### src/design/pqrr_pkg.sv
// ----------------------------------------------------------------------------
// pqrr_pkg
// shared constants and controller/datapath signal groups of the panel queue
// ----------------------------------------------------------------------------
package pqrr_pkg;

  // default sizing
  localparam int FIFO_DEPTH_DEF  = 64;
  localparam int ROW_COUNT_DEF   = 6;
  localparam int DRAIN_BATCH_DEF = 16;

  // field widths
  localparam int BYTE_W   = 8;
  localparam int PEND_W   = 7;
  localparam int STAT_W   = 32;
  localparam int CFG_AW   = 3;
  localparam int CFG_DW   = 32;

  // register map
  localparam logic [CFG_AW-1:0] REG_FIRST_ROW = 3'h0;
  localparam logic [BYTE_W-1:0] FIRST_ROW_RST = 8'd32;

  // input operation codes
  localparam logic OP_PUSH  = 1'b0;
  localparam logic OP_DRAIN = 1'b1;

  // commands from controller to datapath
  typedef struct packed {
    logic push_exec;
    logic drain_start;
    logic rd_issue;
    logic row_step;
    logic sel_mem;
    logic sel_row;
  } pqrr_cmd_t;

  // status from datapath to controller
  typedef struct packed {
    logic pops_zero;
    logic recov;
    logic row_last;
    logic plan_pops_zero;
    logic plan_recover;
  } pqrr_stat_t;

endpackage

### src/design/pqrr_if.sv
// ----------------------------------------------------------------------------
// pqrr_if
// valid/ready channels carrying queue requests and queue results
// ----------------------------------------------------------------------------
interface pqrr_in_if;
  import pqrr_pkg::*;
  logic              valid;
  logic              ready;
  logic              cmd;
  logic [BYTE_W-1:0] command_byte;
  logic [BYTE_W-1:0] argument_byte;
  logic [BYTE_W-1:0] max_packets;

  modport source (output valid, cmd, command_byte, argument_byte, max_packets,
                  input ready);
  modport sink   (input valid, cmd, command_byte, argument_byte, max_packets,
                  output ready);
endinterface

interface pqrr_out_if;
  import pqrr_pkg::*;
  logic              valid;
  logic              ready;
  logic              packet_valid;
  logic [BYTE_W-1:0] packet_command;
  logic [BYTE_W-1:0] packet_argument;
  logic              last;
  logic              accepted;
  logic [PEND_W-1:0] pending_count;
  logic [STAT_W-1:0] overflow_count;
  logic [STAT_W-1:0] rejected_count;
  logic [STAT_W-1:0] dropped_pulse_count;
  logic [STAT_W-1:0] coalesced_row_count;
  logic [STAT_W-1:0] recovered_row_count;
  logic              recovery_pending;

  modport source (output valid, packet_valid, packet_command, packet_argument, last,
                  accepted, pending_count, overflow_count, rejected_count,
                  dropped_pulse_count, coalesced_row_count, recovered_row_count,
                  recovery_pending,
                  input ready);
  modport sink   (input valid, packet_valid, packet_command, packet_argument, last,
                  accepted, pending_count, overflow_count, rejected_count,
                  dropped_pulse_count, coalesced_row_count, recovered_row_count,
                  recovery_pending,
                  output ready);
endinterface

### src/design/panel_queue_with_row_recovery_unit.sv
// ----------------------------------------------------------------------------
// panel_queue_with_row_recovery_unit
// bounded command/argument queue with row snapshot replay after overflow
// ----------------------------------------------------------------------------
// push: result valid the cycle after acceptance
// drain: each fifo packet takes a registered store read, then the result;
//   each replayed row is one result, and an empty drain gives a single result
// one request at a time; the next is taken the cycle after the last result
// reset: synchronous active-low rst_n clears pointers, counters, snapshots
//   and the replay flag; first_row_command returns to 32
module panel_queue_with_row_recovery_unit #(
  parameter int FIFO_DEPTH  = pqrr_pkg::FIFO_DEPTH_DEF,
  parameter int ROW_COUNT   = pqrr_pkg::ROW_COUNT_DEF,
  parameter int DRAIN_BATCH = pqrr_pkg::DRAIN_BATCH_DEF
) (
  input  logic                        clk,
  input  logic                        rst_n,
  pqrr_in_if.sink                     in_ch,
  pqrr_out_if.source                  out_ch,
  input  logic                        cfg_psel,
  input  logic                        cfg_penable,
  input  logic                        cfg_pwrite,
  input  logic [pqrr_pkg::CFG_AW-1:0] cfg_paddr,
  input  logic [pqrr_pkg::CFG_DW-1:0] cfg_pwdata,
  output logic [pqrr_pkg::CFG_DW-1:0] cfg_prdata,
  output logic                        cfg_pready
);
  import pqrr_pkg::*;

  pqrr_cmd_t         cmd;
  pqrr_stat_t        stat;
  logic [BYTE_W-1:0] first_row_r;
  logic              cfg_wr;

  // configuration register
  assign cfg_pready = 1'b1;
  assign cfg_wr     = cfg_psel && cfg_penable && cfg_pwrite && cfg_pready;

  always_ff @(posedge clk) begin
    if (!rst_n) begin
      first_row_r <= FIRST_ROW_RST;
    end else if (cfg_wr && (cfg_paddr[CFG_AW-1:2] == REG_FIRST_ROW[CFG_AW-1:2])) begin
      first_row_r <= cfg_pwdata[BYTE_W-1:0];
    end
  end

  assign cfg_prdata = (cfg_paddr[CFG_AW-1:2] == REG_FIRST_ROW[CFG_AW-1:2]) ?
                      CFG_DW'(first_row_r) : '0;

  // sequencer
  pqrr_ctrl u_ctrl (
    .clk       (clk),
    .rst_n     (rst_n),
    .in_valid  (in_ch.valid),
    .in_cmd    (in_ch.cmd),
    .in_ready  (in_ch.ready),
    .out_valid (out_ch.valid),
    .out_ready (out_ch.ready),
    .out_last  (out_ch.last),
    .stat      (stat),
    .cmd       (cmd)
  );

  // datapath
  pqrr_dp #(
    .FIFO_DEPTH  (FIFO_DEPTH),
    .ROW_COUNT   (ROW_COUNT),
    .DRAIN_BATCH (DRAIN_BATCH)
  ) u_dp (
    .clk                     (clk),
    .rst_n                   (rst_n),
    .cmd                     (cmd),
    .stat                    (stat),
    .first_row               (first_row_r),
    .in_command_byte         (in_ch.command_byte),
    .in_argument_byte        (in_ch.argument_byte),
    .in_max_packets          (in_ch.max_packets),
    .out_packet_valid        (out_ch.packet_valid),
    .out_packet_command      (out_ch.packet_command),
    .out_packet_argument     (out_ch.packet_argument),
    .out_accepted            (out_ch.accepted),
    .out_pending_count       (out_ch.pending_count),
    .out_overflow_count      (out_ch.overflow_count),
    .out_rejected_count      (out_ch.rejected_count),
    .out_dropped_pulse_count (out_ch.dropped_pulse_count),
    .out_coalesced_row_count (out_ch.coalesced_row_count),
    .out_recovered_row_count (out_ch.recovered_row_count),
    .out_recovery_pending    (out_ch.recovery_pending)
  );

endmodule

### src/design/pqrr_ctrl.sv
// ----------------------------------------------------------------------------
// pqrr_ctrl
// sequencer for push, fifo drain, row replay and result handshake
// ----------------------------------------------------------------------------
module pqrr_ctrl (
  input  logic                 clk,
  input  logic                 rst_n,
  input  logic                 in_valid,
  input  logic                 in_cmd,
  output logic                 in_ready,
  output logic                 out_valid,
  input  logic                 out_ready,
  output logic                 out_last,
  input  pqrr_pkg::pqrr_stat_t stat,
  output pqrr_pkg::pqrr_cmd_t  cmd
);
  import pqrr_pkg::*;

  typedef enum logic [5:0] {
    S_IDLE     = 6'b000001,
    S_PUSH_RES = 6'b000010,
    S_RD       = 6'b000100,
    S_PKT      = 6'b001000,
    S_ROW      = 6'b010000,
    S_EMPTY    = 6'b100000
  } state_t;

  state_t state_r, state_nxt;
  logic   in_take, out_take;

  assign in_ready = (state_r == S_IDLE);
  assign in_take  = in_valid && in_ready;
  assign out_take = out_valid && out_ready;

  // next state and commands
  always_comb begin
    state_nxt = state_r;
    cmd       = '0;
    out_valid = 1'b0;
    out_last  = 1'b0;
    case (state_r)
      S_IDLE: begin
        if (in_take) begin
          if (in_cmd == OP_PUSH) begin
            cmd.push_exec = 1'b1;
            state_nxt     = S_PUSH_RES;
          end else begin
            cmd.drain_start = 1'b1;
            if (!stat.plan_pops_zero) begin
              state_nxt = S_RD;
            end else if (stat.plan_recover) begin
              state_nxt = S_ROW;
            end else begin
              state_nxt = S_EMPTY;
            end
          end
        end
      end
      S_PUSH_RES, S_EMPTY: begin
        out_valid = 1'b1;
        out_last  = 1'b1;
        if (out_ready) begin
          state_nxt = S_IDLE;
        end
      end
      S_RD: begin
        cmd.rd_issue = 1'b1;
        state_nxt    = S_PKT;
      end
      S_PKT: begin
        out_valid   = 1'b1;
        cmd.sel_mem = 1'b1;
        out_last    = stat.pops_zero && !stat.recov;
        if (out_take) begin
          if (!stat.pops_zero) begin
            state_nxt = S_RD;
          end else if (stat.recov) begin
            state_nxt = S_ROW;
          end else begin
            state_nxt = S_IDLE;
          end
        end
      end
      S_ROW: begin
        out_valid   = 1'b1;
        cmd.sel_row = 1'b1;
        out_last    = stat.row_last;
        if (out_take) begin
          cmd.row_step = 1'b1;
          if (stat.row_last) begin
            state_nxt = S_IDLE;
          end
        end
      end
      default: begin
        state_nxt = S_IDLE;
      end
    endcase
  end

  // state register
  always_ff @(posedge clk) begin
    if (!rst_n) begin
      state_r <= S_IDLE;
    end else begin
      state_r <= state_nxt;
    end
  end

endmodule

### src/design/pqrr_dp.sv
// ----------------------------------------------------------------------------
// pqrr_dp
// fifo store, pointers, row snapshots, status counters and result payload
// ----------------------------------------------------------------------------
module pqrr_dp #(
  parameter int FIFO_DEPTH  = pqrr_pkg::FIFO_DEPTH_DEF,
  parameter int ROW_COUNT   = pqrr_pkg::ROW_COUNT_DEF,
  parameter int DRAIN_BATCH = pqrr_pkg::DRAIN_BATCH_DEF
) (
  input  logic                        clk,
  input  logic                        rst_n,
  input  pqrr_pkg::pqrr_cmd_t         cmd,
  output pqrr_pkg::pqrr_stat_t        stat,
  input  logic [pqrr_pkg::BYTE_W-1:0] first_row,
  input  logic [pqrr_pkg::BYTE_W-1:0] in_command_byte,
  input  logic [pqrr_pkg::BYTE_W-1:0] in_argument_byte,
  input  logic [pqrr_pkg::BYTE_W-1:0] in_max_packets,
  output logic                        out_packet_valid,
  output logic [pqrr_pkg::BYTE_W-1:0] out_packet_command,
  output logic [pqrr_pkg::BYTE_W-1:0] out_packet_argument,
  output logic                        out_accepted,
  output logic [pqrr_pkg::PEND_W-1:0] out_pending_count,
  output logic [pqrr_pkg::STAT_W-1:0] out_overflow_count,
  output logic [pqrr_pkg::STAT_W-1:0] out_rejected_count,
  output logic [pqrr_pkg::STAT_W-1:0] out_dropped_pulse_count,
  output logic [pqrr_pkg::STAT_W-1:0] out_coalesced_row_count,
  output logic [pqrr_pkg::STAT_W-1:0] out_recovered_row_count,
  output logic                        out_recovery_pending
);
  import pqrr_pkg::*;

  localparam int PTR_W  = (FIFO_DEPTH > 1) ? $clog2(FIFO_DEPTH) : 1;
  localparam int CNT_W  = $clog2(FIFO_DEPTH + 1);
  localparam int LIM_W  = $clog2(DRAIN_BATCH + 1);
  localparam int ROW_IW = (ROW_COUNT > 1) ? $clog2(ROW_COUNT) : 1;
  localparam int CMP_W  = ((CNT_W > BYTE_W) ? CNT_W : BYTE_W) + 1;
  localparam int ENT_W  = 2 * BYTE_W;

  localparam logic [STAT_W-1:0] STAT_MAX  = '1;
  localparam logic [STAT_W-1:0] ROW_ADD   = STAT_W'(ROW_COUNT);
  localparam logic [CMP_W-1:0]  DEPTH_C   = CMP_W'(FIFO_DEPTH);
  localparam logic [CMP_W-1:0]  BATCH_C   = CMP_W'(DRAIN_BATCH);
  localparam logic [CMP_W-1:0]  ROWS_C    = CMP_W'(ROW_COUNT);
  localparam logic [PTR_W-1:0]  PTR_LAST  = PTR_W'(FIFO_DEPTH - 1);
  localparam logic [ROW_IW-1:0] ROW_LAST  = ROW_IW'(ROW_COUNT - 1);

  // fifo store
  logic [ENT_W-1:0] mem [FIFO_DEPTH];
  logic [ENT_W-1:0] mem_q_r;

  logic [PTR_W-1:0]  wr_ptr_r, rd_ptr_r;
  logic [CNT_W-1:0]  fill_r;
  logic [BYTE_W-1:0] snap_r [ROW_COUNT];
  logic              flag_r;
  logic [STAT_W-1:0] ovf_r, rej_r, drop_r, coal_r, recd_r;
  logic [LIM_W-1:0]  pops_r;
  logic              recov_r;
  logic [ROW_IW-1:0] row_idx_r;
  logic              acc_r;

  // row command decode
  logic [BYTE_W:0]   row_diff;
  logic              is_row;
  logic [ROW_IW-1:0] row_sel;
  logic              full;
  logic              push_ok;

  assign row_diff = {1'b0, in_command_byte} - {1'b0, first_row};
  assign is_row   = !row_diff[BYTE_W] && (row_diff[BYTE_W-1:0] < BYTE_W'(ROW_COUNT));
  assign row_sel  = row_diff[ROW_IW-1:0];
  assign full     = (CMP_W'(fill_r) >= DEPTH_C);
  assign push_ok  = cmd.push_exec && !flag_r && !full;

  // drain plan: packets to pop and whether the row replay follows
  logic [CMP_W-1:0] req_c, lim_c, fill_c, pop_c, rest_c;
  logic             plan_recover;

  assign req_c        = CMP_W'(in_max_packets);
  assign lim_c        = (req_c < BATCH_C) ? req_c : BATCH_C;
  assign fill_c       = CMP_W'(fill_r);
  assign pop_c        = (fill_c < lim_c) ? fill_c : lim_c;
  assign rest_c       = lim_c - pop_c;
  assign plan_recover = flag_r && (fill_c == pop_c) && (rest_c >= ROWS_C);

  assign stat.pops_zero      = (pops_r == '0);
  assign stat.recov          = recov_r;
  assign stat.row_last       = (row_idx_r == ROW_LAST);
  assign stat.plan_pops_zero = (pop_c == '0);
  assign stat.plan_recover   = plan_recover;

  // memory write and registered read
  always_ff @(posedge clk) begin
    if (push_ok) begin
      mem[wr_ptr_r] <= {in_command_byte, in_argument_byte};
    end
    if (cmd.rd_issue) begin
      mem_q_r <= mem[rd_ptr_r];
    end
  end

  // control, pointers, snapshots and counters
  always_ff @(posedge clk) begin
    if (!rst_n) begin
      wr_ptr_r  <= '0;
      rd_ptr_r  <= '0;
      fill_r    <= '0;
      flag_r    <= 1'b0;
      ovf_r     <= '0;
      rej_r     <= '0;
      drop_r    <= '0;
      coal_r    <= '0;
      recd_r    <= '0;
      pops_r    <= '0;
      recov_r   <= 1'b0;
      row_idx_r <= '0;
      acc_r     <= 1'b0;
      for (int i = 0; i < ROW_COUNT; i++) begin
        snap_r[i] <= '0;
      end
    end else begin
      // push handling
      if (cmd.push_exec) begin
        acc_r <= push_ok;
        if (is_row) begin
          snap_r[row_sel] <= in_argument_byte;
        end
        if (flag_r) begin
          rej_r <= (rej_r == STAT_MAX) ? rej_r : rej_r + 1'b1;
          if (is_row) begin
            coal_r <= (coal_r == STAT_MAX) ? coal_r : coal_r + 1'b1;
          end else begin
            drop_r <= (drop_r == STAT_MAX) ? drop_r : drop_r + 1'b1;
          end
        end else if (full) begin
          ovf_r <= (ovf_r == STAT_MAX) ? ovf_r : ovf_r + 1'b1;
          rej_r <= (rej_r == STAT_MAX) ? rej_r : rej_r + 1'b1;
          if (is_row) begin
            flag_r <= 1'b1;
          end else begin
            drop_r <= (drop_r == STAT_MAX) ? drop_r : drop_r + 1'b1;
          end
        end else begin
          wr_ptr_r <= (wr_ptr_r == PTR_LAST) ? '0 : wr_ptr_r + 1'b1;
          fill_r   <= fill_r + 1'b1;
        end
      end
      // drain start: status shows the post-drain state right away
      if (cmd.drain_start) begin
        acc_r     <= 1'b0;
        fill_r    <= CNT_W'(fill_c - pop_c);
        pops_r    <= LIM_W'(pop_c);
        recov_r   <= plan_recover;
        row_idx_r <= '0;
        if (plan_recover) begin
          flag_r <= 1'b0;
          recd_r <= (recd_r > STAT_MAX - ROW_ADD) ? STAT_MAX : recd_r + ROW_ADD;
        end
      end
      // one fifo pop
      if (cmd.rd_issue) begin
        rd_ptr_r <= (rd_ptr_r == PTR_LAST) ? '0 : rd_ptr_r + 1'b1;
        pops_r   <= pops_r - 1'b1;
      end
      // one row replayed
      if (cmd.row_step) begin
        row_idx_r <= row_idx_r + 1'b1;
      end
    end
  end

  // result payload
  always_comb begin
    out_packet_valid    = cmd.sel_mem || cmd.sel_row;
    out_packet_command  = '0;
    out_packet_argument = '0;
    if (cmd.sel_mem) begin
      out_packet_command  = mem_q_r[ENT_W-1:BYTE_W];
      out_packet_argument = mem_q_r[BYTE_W-1:0];
    end else if (cmd.sel_row) begin
      out_packet_command  = first_row + BYTE_W'(row_idx_r);
      out_packet_argument = snap_r[row_idx_r];
    end
  end

  assign out_accepted            = acc_r;
  assign out_pending_count       = PEND_W'(fill_r);
  assign out_overflow_count      = ovf_r;
  assign out_rejected_count      = rej_r;
  assign out_dropped_pulse_count = drop_r;
  assign out_coalesced_row_count = coal_r;
  assign out_recovered_row_count = recd_r;
  assign out_recovery_pending    = flag_r;

endmodule

### src/flat_wrapper.sv
// flat-port wrapper written by rule: the top's interface ports become plain ports
module panel_queue_with_row_recovery_unit_flat import pqrr_pkg::*;
#(
  parameter int FIFO_DEPTH  = pqrr_pkg::FIFO_DEPTH_DEF,
  parameter int ROW_COUNT   = pqrr_pkg::ROW_COUNT_DEF,
  parameter int DRAIN_BATCH = pqrr_pkg::DRAIN_BATCH_DEF
)
  (clk, rst_n, cfg_psel, cfg_penable, cfg_pwrite, cfg_paddr, cfg_pwdata, cfg_prdata, cfg_pready, in_ch_valid, in_ch_cmd, in_ch_command_byte, in_ch_argument_byte, in_ch_max_packets, in_ch_ready, out_ch_valid, out_ch_packet_valid, out_ch_packet_command, out_ch_packet_argument, out_ch_last, out_ch_accepted, out_ch_pending_count, out_ch_overflow_count, out_ch_rejected_count, out_ch_dropped_pulse_count, out_ch_coalesced_row_count, out_ch_recovered_row_count, out_ch_recovery_pending, out_ch_ready);
  pqrr_in_if in_ch_i ();
  pqrr_out_if out_ch_i ();
  input  logic clk;
  input  logic rst_n;
  input  logic cfg_psel;
  input  logic cfg_penable;
  input  logic cfg_pwrite;
  input  logic [pqrr_pkg::CFG_AW-1:0] cfg_paddr;
  input  logic [pqrr_pkg::CFG_DW-1:0] cfg_pwdata;
  output logic [pqrr_pkg::CFG_DW-1:0] cfg_prdata;
  output logic cfg_pready;
  input wire logic [$bits(in_ch_i.valid)-1:0] in_ch_valid;
  input wire logic [$bits(in_ch_i.cmd)-1:0] in_ch_cmd;
  input wire logic [$bits(in_ch_i.command_byte)-1:0] in_ch_command_byte;
  input wire logic [$bits(in_ch_i.argument_byte)-1:0] in_ch_argument_byte;
  input wire logic [$bits(in_ch_i.max_packets)-1:0] in_ch_max_packets;
  output wire logic [$bits(in_ch_i.ready)-1:0] in_ch_ready;
  output wire logic [$bits(out_ch_i.valid)-1:0] out_ch_valid;
  output wire logic [$bits(out_ch_i.packet_valid)-1:0] out_ch_packet_valid;
  output wire logic [$bits(out_ch_i.packet_command)-1:0] out_ch_packet_command;
  output wire logic [$bits(out_ch_i.packet_argument)-1:0] out_ch_packet_argument;
  output wire logic [$bits(out_ch_i.last)-1:0] out_ch_last;
  output wire logic [$bits(out_ch_i.accepted)-1:0] out_ch_accepted;
  output wire logic [$bits(out_ch_i.pending_count)-1:0] out_ch_pending_count;
  output wire logic [$bits(out_ch_i.overflow_count)-1:0] out_ch_overflow_count;
  output wire logic [$bits(out_ch_i.rejected_count)-1:0] out_ch_rejected_count;
  output wire logic [$bits(out_ch_i.dropped_pulse_count)-1:0] out_ch_dropped_pulse_count;
  output wire logic [$bits(out_ch_i.coalesced_row_count)-1:0] out_ch_coalesced_row_count;
  output wire logic [$bits(out_ch_i.recovered_row_count)-1:0] out_ch_recovered_row_count;
  output wire logic [$bits(out_ch_i.recovery_pending)-1:0] out_ch_recovery_pending;
  input wire logic [$bits(out_ch_i.ready)-1:0] out_ch_ready;
  assign in_ch_i.valid = in_ch_valid;
  assign in_ch_i.cmd = in_ch_cmd;
  assign in_ch_i.command_byte = in_ch_command_byte;
  assign in_ch_i.argument_byte = in_ch_argument_byte;
  assign in_ch_i.max_packets = in_ch_max_packets;
  assign in_ch_ready = in_ch_i.ready;
  assign out_ch_valid = out_ch_i.valid;
  assign out_ch_packet_valid = out_ch_i.packet_valid;
  assign out_ch_packet_command = out_ch_i.packet_command;
  assign out_ch_packet_argument = out_ch_i.packet_argument;
  assign out_ch_last = out_ch_i.last;
  assign out_ch_accepted = out_ch_i.accepted;
  assign out_ch_pending_count = out_ch_i.pending_count;
  assign out_ch_overflow_count = out_ch_i.overflow_count;
  assign out_ch_rejected_count = out_ch_i.rejected_count;
  assign out_ch_dropped_pulse_count = out_ch_i.dropped_pulse_count;
  assign out_ch_coalesced_row_count = out_ch_i.coalesced_row_count;
  assign out_ch_recovered_row_count = out_ch_i.recovered_row_count;
  assign out_ch_recovery_pending = out_ch_i.recovery_pending;
  assign out_ch_i.ready = out_ch_ready;
  panel_queue_with_row_recovery_unit #(.FIFO_DEPTH(FIFO_DEPTH), .ROW_COUNT(ROW_COUNT), .DRAIN_BATCH(DRAIN_BATCH)) u_core (.clk(clk), .rst_n(rst_n), .in_ch(in_ch_i), .out_ch(out_ch_i), .cfg_psel(cfg_psel), .cfg_penable(cfg_penable), .cfg_pwrite(cfg_pwrite), .cfg_paddr(cfg_paddr), .cfg_pwdata(cfg_pwdata), .cfg_prdata(cfg_prdata), .cfg_pready(cfg_pready));
endmodule
### config.mk
export PLATFORM = sky130hd
export DESIGN_NAME = panel_queue_with_row_recovery_unit_flat
export DESIGN_NICKNAME = d
export VERILOG_FILES = /design/src/design/pqrr_pkg.sv /design/src/design/pqrr_if.sv /design/src/design/panel_queue_with_row_recovery_unit.sv /design/src/design/pqrr_ctrl.sv /design/src/design/pqrr_dp.sv /design/src/flat_wrapper.sv
export SDC_FILE = /design/constraint.sdc
export NUM_CORES = 2
export LEC_CHECK = 0
export ABC_CLOCK_PERIOD_IN_PS = 6900
export BUFFER_PORTS_ARGS = -buffer_cell sky130_fd_sc_hd__buf_2
export CAP_MARGIN = 20
export CORE_ASPECT_RATIO = 0.75
export CORE_MARGIN = 10
export CORE_UTILIZATION = 45
export CTS_BUF_LIST = sky130_fd_sc_hd__clkbuf_16
export DETAILED_ROUTE_END_ITERATION = 10
export SYNTH_ARGS = -nofsm -noshare
export SYNTH_HDL_FRONTEND = slang
export SYNTH_HIERARCHICAL = 1
export SYNTH_SLANG_ARGS = --single-unit
### constraint.sdc
create_clock -name clk -period 6.9 [get_ports clk]
set_input_delay 1.035 -clock clk [delete_from_list [all_inputs] [get_ports clk]]
set_output_delay 1.035 -clock clk [all_outputs]
set_load 0.1 [all_outputs]
# Word level (Yosys, flattened, before mapping)
# Memory sizes are Yosys's and may differ from the RTL's. A register that Yosys moved wholly into a read port is not among the register bits.
# Index checks and enable logic that the tools add are counted.
[op_classes] reduce_logical=33 add_sub_neg=14 order_cmp=6 muxes=64 eq_ne=21 bitwise_logic=6
[op_table] op="two-way mux 32 bit" count=8
[op_table] op="adder 32 x 1 -> 32 bit, second input constant" count=4
[op_table] op="== test 32 bit, second input constant" count=4
[op_table] op="two-way mux 6 bit" count=11
[op_table] op="two-way mux 8 bit" count=8
[op_table] op="adder 32 x 3 -> 32 bit, second input constant" count=1
[op_table] op="greater-than comparator 32 bit, second input constant" count=1
[op_table] op="case mux 6 bit (5 select lines)" count=1
[op_table] op="two-way mux 7 bit" count=4
[op_table] op="two-way mux 1 bit" count=21
[op_table] op="== test 6 bit, second input constant" count=3
[op_table] op="subtractor 8 x 8 -> 9 bit" count=2
[op_table] op="two-way mux 3 bit" count=5
[op_table] op="two-way mux 5 bit" count=3
[op_table] op="adder 6 x 1 -> 6 bit, second input constant" count=2
[op_table] op="logical AND 1 bit" count=11
[op_table] op="greater-or-equal comparator 9 x 3 -> 1 bit, second input constant" count=1
[op_table] op="logical NOT 9 bit" count=1
[op_table] op="adder 8 x 3 -> 8 bit" count=1
[op_table] op="== test 7 x 8 -> 1 bit" count=1
[op_table] op="< comparator 7 x 8 -> 1 bit" count=1
[op_table] op="< comparator 8 x 3 -> 1 bit, second input constant" count=1
[op_table] op="< comparator 8 x 5 -> 1 bit, second input constant" count=1
[op_table] op="inequality test 2 bit, second input constant" count=4
[op_table] op="26 further kinds" count=44
[totals] reg_bits=204 word_cells=161 ram_bits=1072 in_bits=67 out_inout_bits=222 memories=2
[memory_table] name="u_core.u_dp.mem" words=64 width=16 rd=1 rd_ports_with_merged_regs=1 wr=1 line="pqrr_dp.sv:48" rtl="logic [ENT_W-1:0] mem [FIFO_DEPTH];"
[memory_table] name="u_core.u_dp.snap_r" words=6 width=8 rd=1 rd_ports_with_merged_regs=1 wr=6 line="pqrr_dp.sv:53" rtl="logic [BYTE_W-1:0] snap_r [ROW_COUNT];"

# Logic depth before layout (Yosys ltp)
[logic_depth] depth_word=12 ltp_mapped=25 depth_no_buf=21

# Modules after synthesis
# Netlist, hierarchy kept.
[modules_own_cells] mod="pqrr_dp" cells_per_inst=3010 area_each_um2=52774.4 instances=1 seq_area_each_um2=37015.5
[modules_own_cells] mod="panel_queue_with_row_recovery_unit" cells_per_inst=70 area_each_um2=595.6 instances=1 seq_area_each_um2=160.2
[modules_own_cells] mod="pqrr_ctrl" cells_per_inst=62 area_each_um2=494.2 instances=1 seq_area_each_um2=120.1

# Worst setup path before layout
# Ideal clock, no wire load.
[synth_timing] path_type="input -> register" from="input in_ch_max_packets[7]" to="register u_core.u_ctrl.state_r[5]" path_slack_ns=1.033 required_time_ns=6.830 path_buffers=4 arrival_ns=5.797 cell_stages=23 path_cell_list="nor4_4 -> nand2_1 -> buf_2 -> ha_1 -> a21oi_1 -> o22ai_1 -> a211oi_4 -> clkbuf_1 -> nor2_1 -> a21oi_1 -> inv_1 -> ha_1 -> fa_1 -> inv_1 -> a21oi_1 -> a311o_1 -> a21boi_1 -> o2111ai_2 -> nor2b_1 -> buf_2 -> buf_4 -> or4b_1 -> a21oi_1"
[synth_between] elab_chain_len=12 word_cells_on_any_way=15
[synth_rtl] item="start: declaration" line="flat_wrapper.sv:24" rtl="input wire logic [$bits(in_ch_i.max_packets)-1:0] in_ch_max_packets;"
[synth_rtl] item="< comparator 8 x 5 -> 1 bit" line="pqrr_dp.sv:79" rtl="assign lim_c = (req_c < BATCH_C) ? req_c : BATCH_C;"
[synth_rtl] item="two-way mux 8 bit *" line="pqrr_dp.sv:79"
[synth_rtl] item="< comparator 7 x 8 -> 1 bit" line="pqrr_dp.sv:81" rtl="assign pop_c = (fill_c < lim_c) ? fill_c : lim_c;"
[synth_rtl] item="two-way mux 8 bit" line="pqrr_dp.sv:81"
[synth_rtl] item="subtractor 8 x 8 -> 9 bit or == test 7 x 8 -> 1 bit (tied branches)" line="pqrr_dp.sv:82, pqrr_dp.sv:83"
[synth_rtl] item="greater-or-equal comparator 9 x 3 -> 1 bit or logical AND 1 bit (tied branches)" line="pqrr_dp.sv:83" rtl="assign plan_recover = flag_r && (fill_c == pop_c) && (rest_c >= ROWS_C);"
[synth_rtl] item="logical AND 1 bit *" line="pqrr_dp.sv:83"
[synth_rtl] item="via u_core.u_dp.plan_recover" line="pqrr_dp.sv:76" rtl="logic plan_recover;"
[synth_rtl] item="two-way mux 6 bit *" line="pqrr_ctrl.sv:51" rtl="end else if (stat.plan_recover) begin"
[synth_rtl] item="two-way mux 6 bit *" line="pqrr_ctrl.sv:49" rtl="if (!stat.plan_pops_zero) begin"
[synth_rtl] item="two-way mux 6 bit *" line="pqrr_ctrl.sv:44" rtl="if (in_cmd == OP_PUSH) begin"
[synth_rtl] item="two-way mux 6 bit *" line="pqrr_ctrl.sv:43" rtl="if (in_take) begin"
[synth_rtl] item="case mux 6 bit (5 select lines) *" line="pqrr_ctrl.sv:41" rtl="case (state_r)"
[synth_rtl] item="end signal: assignment" line="pqrr_ctrl.sv:106" rtl="state_r <= state_nxt;"
[synth_rtl] item="end: declaration" line="pqrr_ctrl.sv:28" rtl="state_t state_r, state_nxt;"
# Mark *: on every way through the listed nets, which the timed path passes. The rest lies on a longest branch. The select of a mux whose other input is x is not followed.
# A chain may end at the register's enable or synchronous reset.

# Worst setup path after layout
[layout_timing] from="input in_ch_max_packets[7]" to="register u_core.u_dp.recd_r[3] (netlist: u_core/u_dp/out_recovered_row_count[3])"
[layout_between] elab_chain_len=8 word_cells_on_any_way=10
[layout_rtl] item="< comparator 8 x 5 -> 1 bit" line="pqrr_dp.sv:79"
[layout_rtl] item="two-way mux 8 bit *" line="pqrr_dp.sv:79"
[layout_rtl] item="< comparator 7 x 8 -> 1 bit" line="pqrr_dp.sv:81"
[layout_rtl] item="two-way mux 8 bit" line="pqrr_dp.sv:81"
[layout_rtl] item="subtractor 8 x 8 -> 9 bit or == test 7 x 8 -> 1 bit (tied branches)" line="pqrr_dp.sv:82, pqrr_dp.sv:83"
[layout_rtl] item="greater-or-equal comparator 9 x 3 -> 1 bit or logical AND 1 bit (tied branches)" line="pqrr_dp.sv:83"
[layout_rtl] item="logical AND 1 bit *" line="pqrr_dp.sv:83"
[layout_rtl] item="AND reduction 2 bit (no line) *"
[layout_rtl] item="end signal: assignment" line="pqrr_dp.sv:156" rtl="recd_r <= (recd_r > STAT_MAX - ROW_ADD) ? STAT_MAX : recd_r + ROW_ADD;"
[layout_rtl] item="end: declaration" line="pqrr_dp.sv:55" rtl="logic [STAT_W-1:0] ovf_r, rej_r, drop_r, coal_r, recd_r;"
# Every way passes the cells marked *; elsewhere a longest branch is shown, timed or not.

==> summary.txt <==
Status
  – Status: completed

Route
  – Vias per inst: 5.91
  – Initial DRC count: 3414
  – DRC violations left: 0
  – Wire length on met2: 66.5 mm
  – DR vias: 30343
  – Routed length on met1: 59.0 mm
  – Final WL: 139 mm
  – First-pass DRT Iterations: 5
  – Routed len/inst: 27.2 microns
  – ANT nets after route: 0
  – Max layer used: met4
  – Met3 WL post-DR: 10.8 mm

Die
  – Rows: 109
  – DIE WIDTH: 419 microns
  – Core Footprint: 0.118 sq mm
  – Die area: 0.134 sq mm
  – Initial Util: 0.455
  – Die height: 320 microns
  – Io pins: 289

Min path
  – HP Class: flop to flop
  – Launch point of the worst hold path: u_core/u_dp/out_recovered_row_count[0]

Layout
  – Area grow syn2layout: 13.9%
  – Final std cells w/o fill: 5135
  – Fraction of layout cells with a size suffix above 1: 0.260
  – Nets@finish: 3582

Critical path
  – Setup crit start kind: primary input
  – CP Capture Type: flop
  – Reg2reg setup slack: 1.26 ns
  – Kind of critical path: primary input to flop
  – Worst Path Max Fanout: 23
  – Worst Setup SP: in_ch_max_packets[7]
  – Required @ worst endpoint: 7.50 ns
  – Arr. time, crit path: 6.77 ns
  – Reg2Reg Launch Point: u_core/u_dp/out_pending_count[3]

Placed design
  – Routability Congestion: 0.822
  – Placed instance count: 4898
  – Port-buffer cells: 237
  – DP HPWL: 86.5 mm

Synth
  – Ys Warns: 6
  – Top FF cell, synth: edfxtp_1
  – Post-synthesis sequential area ratio: 0.692
  – Cell taking the most area after synthesis: edfxtp_1
  – Async set or reset register ratio after synthesis: 0
  – Mapped Avg Cell Area: 17.1 sq um
  – EDFF count, synth: 1104
  – Post-Synthesis Cells: 3142
  – Ranking of synthesized cells by area: edfxtp_1 (62%), mux4_2 (15%), dfxtp_1 (7.7%)
  – Synthesized area: 0.0539 sq mm
  – Post-synth top area share: 0.615
  – Synth unique cells: 89
  – Synthesis-stage register bit count: 1311

GRT
  – Congestion Overflow GR: 0
  – Vias in the first global route: 29963
  – Global-route wire length before repair: 205 mm
  – All-Layer GR Usage: 0.204
  – Pin count of the biggest net entering global routing: 105
  – Initial antenna violation count: 9

STA
  – Peak Freq: 162 MHz
  – Worst-Margin Slew: 1.01 ns
  – Setup tns final: 0 ns
  – Worst Clk Skew: 0.0548 ns
  – Final Hold Viols: 0
  – Unrepaired setup endpoints after global routing: false
  – Period utilization: 0.895
  – Setup violators final: 0
  – Slew Limit Fails: 0
  – Rel. slew slack: 0.323
  – Final worst path period need: 6.18 ns

CTS
  – Root Driver: clkbuf_16
  – CTS tree: done
  – H-tree depth: 3
  – CTS sink cnt: 1311
  – Post_cts resized: 0
  – Worst-Skew Late Latency: 0.74 ns
  – Worst-path clk slew: 0.07 ns
  – Hold Buf Count CTS: 0
  – Clock Path Buffers: 3
  – CTS Buf Count: 121
  – Setup repair bufs after CTS: 0

Power
  – Pwr dens: 276 mW/mm^2
  – Total chip power: 16.9 mW
  – P_leak: 20.2 nW
  – IR drop worst, VDD: 0.000245 V

Run
  – Max_cap viols: 0
[registers in the layout, indices dropped and copies added, names as in the netlist, 5 cells and up, named ones only]
| name | flops |
|---|---|
| u_core/u_ctrl/state_r | 6 |
| u_core/u_dp/out_recovered_row_count | 32 |
| u_core/u_dp/rd_ptr_r | 6 |
| u_core/u_dp/out_dropped_pulse_count | 32 |
| u_core/u_dp/out_rejected_count | 32 |
| u_core/u_dp/wr_ptr_r | 6 |
| u_core/u_dp/out_coalesced_row_count | 32 |
| u_core/u_dp/out_overflow_count | 32 |
| u_core/u_dp/snap_r | 64 |
| u_core/first_row_r | 8 |
| u_core/u_dp/pops_r | 5 |
| u_core/u_dp/mem | 1024 |
| u_core/u_dp/mem_q_r | 16 |
| u_core/u_dp/out_pending_count | 7 |
[final timing paths]
| check | end | cells past startpoint |
|---|---|---|
| max | u_core/u_dp/out_recovered_row_count[3] | 18 |
| min | u_core/u_dp/out_recovered_row_count[0] | 2 |
| max reg2reg | u_core/u_dp/out_recovered_row_count[3] | 15 |
| min reg2reg | u_core/u_dp/out_recovered_row_count[0] | 2 |
[cells in the mapped netlist (33+ instances only)]
cell	instances
ha_1	41
a21oi_1	73
nand4_1	54
clkbuf_1	108
o21ai_0	63
nor2_1	257
and2_1	37
dfxtp_1	207
xnor2_1	53
inv_1	53
buf_1	37
nor3_1	33
edfxtp_1	1104
and3_1	77
nand2_1	130
xor2_1	71
nand3_1	78
mux4_2	352
[cell usage in the layout, fill, tap and decap left out, drive strengths merged, types with 74 or more instances in the layout]
cell       n
edfxtp  1104
mux4     352
buf      348
nor2     257
dfxtp    207
nand2    131
clkbuf   123
nand3     79
and3      77
inv       75
a21oi     74
[cell families (layout without fill, tap and decap cells)]
| logic type | Yosys count | in the layout | share of synthesized area |
|---|---|---|---|
| AOI/OAI and AO/OA | 243 | 243 | 0.0293 |
| xor gates and xnor gates | 124 | 124 | 0.0202 |
| adders and majority gates | 45 | 45 | 0.0110 |
| buffers and inverters | 239 | 632 | 0.0193 |
| DFF | 1311 | 1311 | 0.692 |
| muxes | 379 | 379 | 0.152 |
| other | 4 | 50 | 0.000279 |
| and+or+nand+nor | 797 | 797 | 0.0753 |
[report_power, final]
| part | total (mW) | internal [mW] | switching [mW] |
|---|---|---|---|
| combinational | 1.38 | 0.443 | 0.939 |
| clock | 6.80 | 3.82 | 2.98 |
| sequential | 8.73 | 8.65 | 0.0778 |
[through the flow]
step                hold WS (ns)  cell area, sq um   util  setup slack [ns]
global route               0.501             61300  0.518             0.364
finish                     0.468             61300  0.518             0.722
detailed placement         0.453             57200  0.483             0.145
CTS                        0.470             61300  0.518             0.894
global placement           0.458             57200  0.483             0.227
floorplan                  0.437             54000      -              1.03
[metal layers]
layer	vias up	GRT usage
met5	-	0
met2	1246	0.321
met3	196	0.0379
met4	0	0.0487
met1	15856	0.293
li1	13045	-
[layout make-up]
cell class,count,area (sq um)
fillers,9450,57000
flip-flops and latches,1311,37300
multi-input cells,1633,15700
diodes,5,12.5
clock inverters,107,1010
well taps,1554,1940
clock buffers,122,3050
inverters,54,205
repair buffers,349,2110
[worst max-delay path: stages]
cell and delay (ns):
buf_2 0.11, nor4_4 0.42, nand2_1 0.35, ha_1 0.40
a21oi_1 0.17, o22ai_1 0.14, a211oi_4 0.73, mux2i_1 0.54
ha_1 0.30, nand2b_1 0.22, nand3_1 0.12, a311oi_2 0.32
a2bb2oi_1 0.13, o21ai_0 0.32, o2111ai_2 0.29, nand2_2 0.46
nor2_1 0.30, a311oi_1 0.39
No activity file was read; power rests on OpenSTA's default activity.
